$ cat src/rtl/image_diff_statistics_defines.svh
// ---------------------------------------------------------------------------
// Image diff statistics assertion macros
// Shared helpers for the concurrent checks of the image diff statistics block.
// ---------------------------------------------------------------------------
`ifndef IMAGE_DIFF_STATISTICS_DEFINES_SVH
`define IMAGE_DIFF_STATISTICS_DEFINES_SVH

// Same-cycle implication, clocked on clk and held off during rst.
`define IDS_ASSERT_SAME(label, ante, cons) \
  label: assert property (@(posedge clk) disable iff (rst) (ante) |-> (cons)) \
    else $error("image_diff_statistics: same-cycle check failed");

// Next-cycle implication, clocked on clk and held off during rst.
`define IDS_ASSERT_NEXT(label, ante, cons) \
  label: assert property (@(posedge clk) disable iff (rst) (ante) |=> (cons)) \
    else $error("image_diff_statistics: next-cycle check failed");

`endif

$ cat src/rtl/ids_div.sv
// ---------------------------------------------------------------------------
// Image diff statistics divider
// Restoring divider, one quotient bit per cycle, 8-bit divisor.
// ---------------------------------------------------------------------------
module ids_div #(
  parameter int DW = 24
) (
  input  logic          clk,
  input  logic          rst,
  input  logic          start,
  input  logic [DW-1:0] dividend,
  input  logic [7:0]    divisor,
  output logic [DW-1:0] quotient,
  output logic          done
);

  localparam int CNT_W = $clog2(DW + 1);

  logic [DW-1:0]    dvd;
  logic [7:0]       div_q;
  logic [7:0]       rem;
  logic [8:0]       rem_sh;
  logic             qbit;
  logic [CNT_W-1:0] cnt;
  logic             running;

  // One restoring step: shift in the next dividend bit and try a subtract.
  always_comb begin
    rem_sh = {rem, dvd[DW-1]};
    qbit   = (rem_sh >= {1'b0, div_q});
  end

  // Operand and partial remainder registers.
  always_ff @(posedge clk) begin
    if (start) begin
      dvd   <= dividend;
      div_q <= divisor;
      rem   <= '0;
    end else if (running) begin
      dvd <= {dvd[DW-2:0], qbit};
      rem <= qbit ? 8'(rem_sh - {1'b0, div_q}) : rem_sh[7:0];
    end
  end

  // Step counter and completion pulse.
  always_ff @(posedge clk) begin
    if (rst) begin
      cnt     <= '0;
      running <= 1'b0;
      done    <= 1'b0;
    end else begin
      done <= 1'b0;
      if (start) begin
        cnt     <= CNT_W'(DW);
        running <= 1'b1;
      end else if (running) begin
        cnt <= cnt - 1'b1;
        if (cnt == CNT_W'(1)) begin
          running <= 1'b0;
          done    <= 1'b1;
        end
      end
    end
  end

  assign quotient = dvd;

endmodule

$ cat config.mk
export PLATFORM = sky130hd
export DESIGN_NAME = ids_div
export DESIGN_NICKNAME = d
export VERILOG_FILES = /design/src/rtl/image_diff_statistics_defines.svh /design/src/rtl/ids_div.sv
export SDC_FILE = /design/constraint.sdc
export NUM_CORES = 1
export LEC_CHECK = 0
export BUFFER_PORTS_ARGS = -buffer_cell sky130_fd_sc_hd__buf_4
export CAP_MARGIN = 20
export CORE_MARGIN = 3
export CORE_UTILIZATION = 35
export CTS_BUF_LIST = sky130_fd_sc_hd__clkbuf_4
export CTS_CLUSTER_SIZE = 40
export DETAILED_ROUTE_END_ITERATION = 10
export GPL_TIMING_DRIVEN = 0
export SYNTH_ARGS = -nofsm -noshare
export SYNTH_HDL_FRONTEND = slang
export SYNTH_SLANG_ARGS = --single-unit
$ cat constraint.sdc
create_clock -name clk -period 3.2 [get_ports clk]
set_input_delay 0.16 -clock clk [delete_from_list [all_inputs] [get_ports clk]]
set_output_delay 0.16 -clock clk [all_outputs]
set_load 0.005 [all_outputs]
==> impl_results.md <==
* Root buf cell: clkbuf_4
* Skew final at 0.00390 ns
* R2R Path End: quotient[0]$_DFFE_PP_
* First-pass GRT wire length at 8.49 mm
* Cell variety after synth at 46
* Worst-path maximum fanout at 10
* R2R Path Start: div_q[6]$_DFFE_PP_
* Syn nets at 250
* Layout Nets at 325
* Reg-to-reg slack, setup at 0.94 ns
* GPL Wtd Cong at 0.788
* Area growth syn-to-layout at 28.3%
* CP startpoint: div_q[6]$_DFFE_PP_
* Max_cap viols at 0
* CP endpoint kind: register
* Clock transition at path regs at 0.13 ns
* Worst Path Required at 3.32 ns
* Largest net degree at the start of global routing at 25
* Critical Path End: quotient[0]$_DFFE_PP_
* DR WL/cell at 14.7 um
* Syn Area/Cell at 11.8 um^2
* Hold_sp: dividend[5]
* Global route total overflow at 0
* PwrDens at 415 nW/um^2
* HPWL after DPL at 3.81 mm
* Pins Over Slew Limit at 0
* CTS buffer count at 5
* Yosys warns at 0
* Number of synthesized flops with an enable pin at 32
* Worst-path cell chain: inv_1, ha_1, buf_2, a21o_1, a211oi_1, buf_6, nand2_1, mux2_2
* Seq. cell area at 1260 um^2
* Post-Syn Area at 2410 um^2
* Final period util at 70.7%
* FMAX at 442 MHz
* Minimum clock period at 2.26 ns
* Row cnt at 29
* Sequential cell area fraction in the yosys report at 52.4%
* Routed vias/inst at 5.03
* Initial Utilization at 37.1%
* Post-route ant nets at 0
* Asr flop ratio synth at 0%
* DRT Pass-1 Iters at 4
* Final hold slack at 0.0964 ns
* RSZ-0062 raised after global routing: no
* Latest clock arrival within the worst-skew pair at 0.35 ns
* CTS Sinks at 47
* DRC at 0
* Pleak at 0.00127 uW
* Least-Margin Pin Slew at 0.940 ns
* Number of global-route vias before repair at 1769
* Fill cells at 599
* Synth Instances at 204
* Die Y at 89.0 um
* Final hold violations at 0
* Footprint of the multi-input gates at 1050 um^2
* CTS max path bufs at 2
* GRT Total Usage at 13.8%
* Share of layout cells above drive strength 1 at 36.1%
* Die Width at 89.0 um
* Setup Total Neg Slack at 0 ns
* 1st-iter DRT viols at 76
* Arrival time worst endpoint at 2.38 ns
* Status: completed
* Initial antenna violation count at 0
* Slew margin rel. at 37.3%
* FF+latch count, synth at 47
* DIE AREA at 7910 um^2
* Num ports at 60
* Worst VDD drop at 0.000228 V
* Worst setup SP type: register
* Final setup fails at 0
* Cells on worst reg2reg path at 8
* CTS tree: yes
* H-tree levels at 2
* Via count at 1797
* Main flop type after synthesis: edfxtp_1
* Slowest stage delay, CP at 0.46 ns
* Port Buffers at 59
* Crit-path slowest cell: a211oi_1
* Core area at 6490 um^2
* Antenna cells at 0
* Routed WL at 5.23 mm
* Critical path type: register to register
* Post-CTS setup repair buffer count at 0
* Hold Path Class: input pin to register
cell families after synthesis:
logic type      count (synthesis)  share of synthesized area (%)
flops                          47                           52.4
fa+ha+maj                      11                           6.03
buf+inv                        21                           3.95
xor+xnor                        5                           1.82
simple gates                   61                           13.2
mux                            25                           11.6
compound gates                 34                           11.0
layer usage:
metal | wire [um] | global-route usage [%] | vias to the layer above
met5 | 0 | 0 | -
met4 | 61 | 4.19 | 0
met3 | 363 | 4.42 | 6
met2 | 2360 | 19.7 | 46
met1 | 2450 | 19.9 | 836
li1 | - | - | 909
final cells by class:
cell class                      count  share of cell area, %
Clock inverter                      2                  0.243
Buffer                              8                   1.50
Timing Repair Buffer               68                   17.2
Tap cell                           77                   3.12
Sequential cell                    47                   40.8
Multi-Input combinational cell    136                   34.0
Inverter                           13                   1.58
Clock buffer                        6                   1.46
stage by stage:
stage	worst slack [ns]	area (um^2)	power (uW)	utilization, %	cells
final	0.939	3090	1280	47.6	357
after global routing	0.820	3090	1360	47.6	357
after CTS	0.943	3090	1300	47.6	357
after detailed placement	0.946	2950	1020	45.4	340
after global placement	0.981	2950	1010	45.4	340
after floorplan	1.11	2410	893	-	204
registers in the layout, summed over array words and instances, names as in the netlist:
signal	cells
rem	8
running	1
quotient	24
cnt	5
div_q	8
done	1
where the power goes:
group / total (uW) / internal (uW) / leakage (uW) / switching [uW]
sequential: 738 / 710 / 0.000443 / 28.8
combinational: 271 / 149 / 0.000799 / 122
clock: 272 / 90.3 / 0.0000307 / 182
total: 1280 / 949 / 0.00127 / 332
synthesized netlist by cell type (2+ instances only):
master / number / share of area (%)
a211oi_1: 2 / 0.62
dfxtp_1: 15 / 12
o31ai_1: 2 / 0.62
inv_1: 13 / 2.0
o21ai_0: 5 / 1.0
nand4_1: 5 / 1.3
clkbuf_1: 5 / 0.78
a2111oi_0: 2 / 0.73
edfxtp_1: 32 / 40
nor3_1: 4 / 0.83
a21oi_1: 6 / 1.2
o311ai_0: 3 / 1.1
nor2_1: 18 / 2.8
a21o_1: 2 / 0.62
mux2_2: 24 / 11
xnor2_1: 2 / 0.73
nand2b_1: 4 / 1.0
o211ai_1: 3 / 0.93
ha_1: 10 / 5.2
and2_4: 2 / 0.73
nor2b_1: 5 / 1.3
buf_6: 2 / 0.93
nand2_1: 12 / 1.9
nand3_1: 2 / 0.42
xor2_1: 3 / 1.1
layout by cell type, fill, tap and decap left out, types with 5 or more instances in the layout:
| cell type | instances |
|---|---|
| nand2_1 | 12 |
| dfxtp_1 | 15 |
| ha_1 | 10 |
| dlygate4sd3_1 | 9 |
| o21ai_0 | 5 |
| inv_1 | 13 |
| nor2b_1 | 5 |
| nor2_1 | 18 |
| clkbuf_4 | 6 |
| mux2_2 | 24 |
| clkbuf_1 | 5 |
| buf_4 | 59 |
| nand4_1 | 5 |
| a21oi_1 | 6 |
| edfxtp_1 | 32 |
what timing repair did:
item | CTS | global route
resized for setup | 0 | 0
hold endpoints to repair | 10 | 0
endpoints found under the setup margin | 0 | 0
hold buffers | 9 | 0
how the worst min path moves through the flow:
stage / depth (start not counted) / to
floorplan: 1 / cnt[3]$_SDFFE_PP0P_
global placement: 1 / div_q[1]$_DFFE_PP_
detailed placement: 1 / div_q[6]$_DFFE_PP_
CTS: 2 / quotient[5]$_DFFE_PP_
global route: 2 / quotient[19]$_DFFE_PP_
finish: 2 / quotient[5]$_DFFE_PP_
worst max-delay path, delay by kind of cell (launching register included):
family / cells / cell delay [ns]
compound gates: 2 / 0.64
flops: 1 / 0.39
fa+ha+maj: 1 / 0.22
simple gates: 1 / 0.07
mux: 1 / 0.26
buf+inv: 3 / 0.46
(Power assumes the default switching activity.)
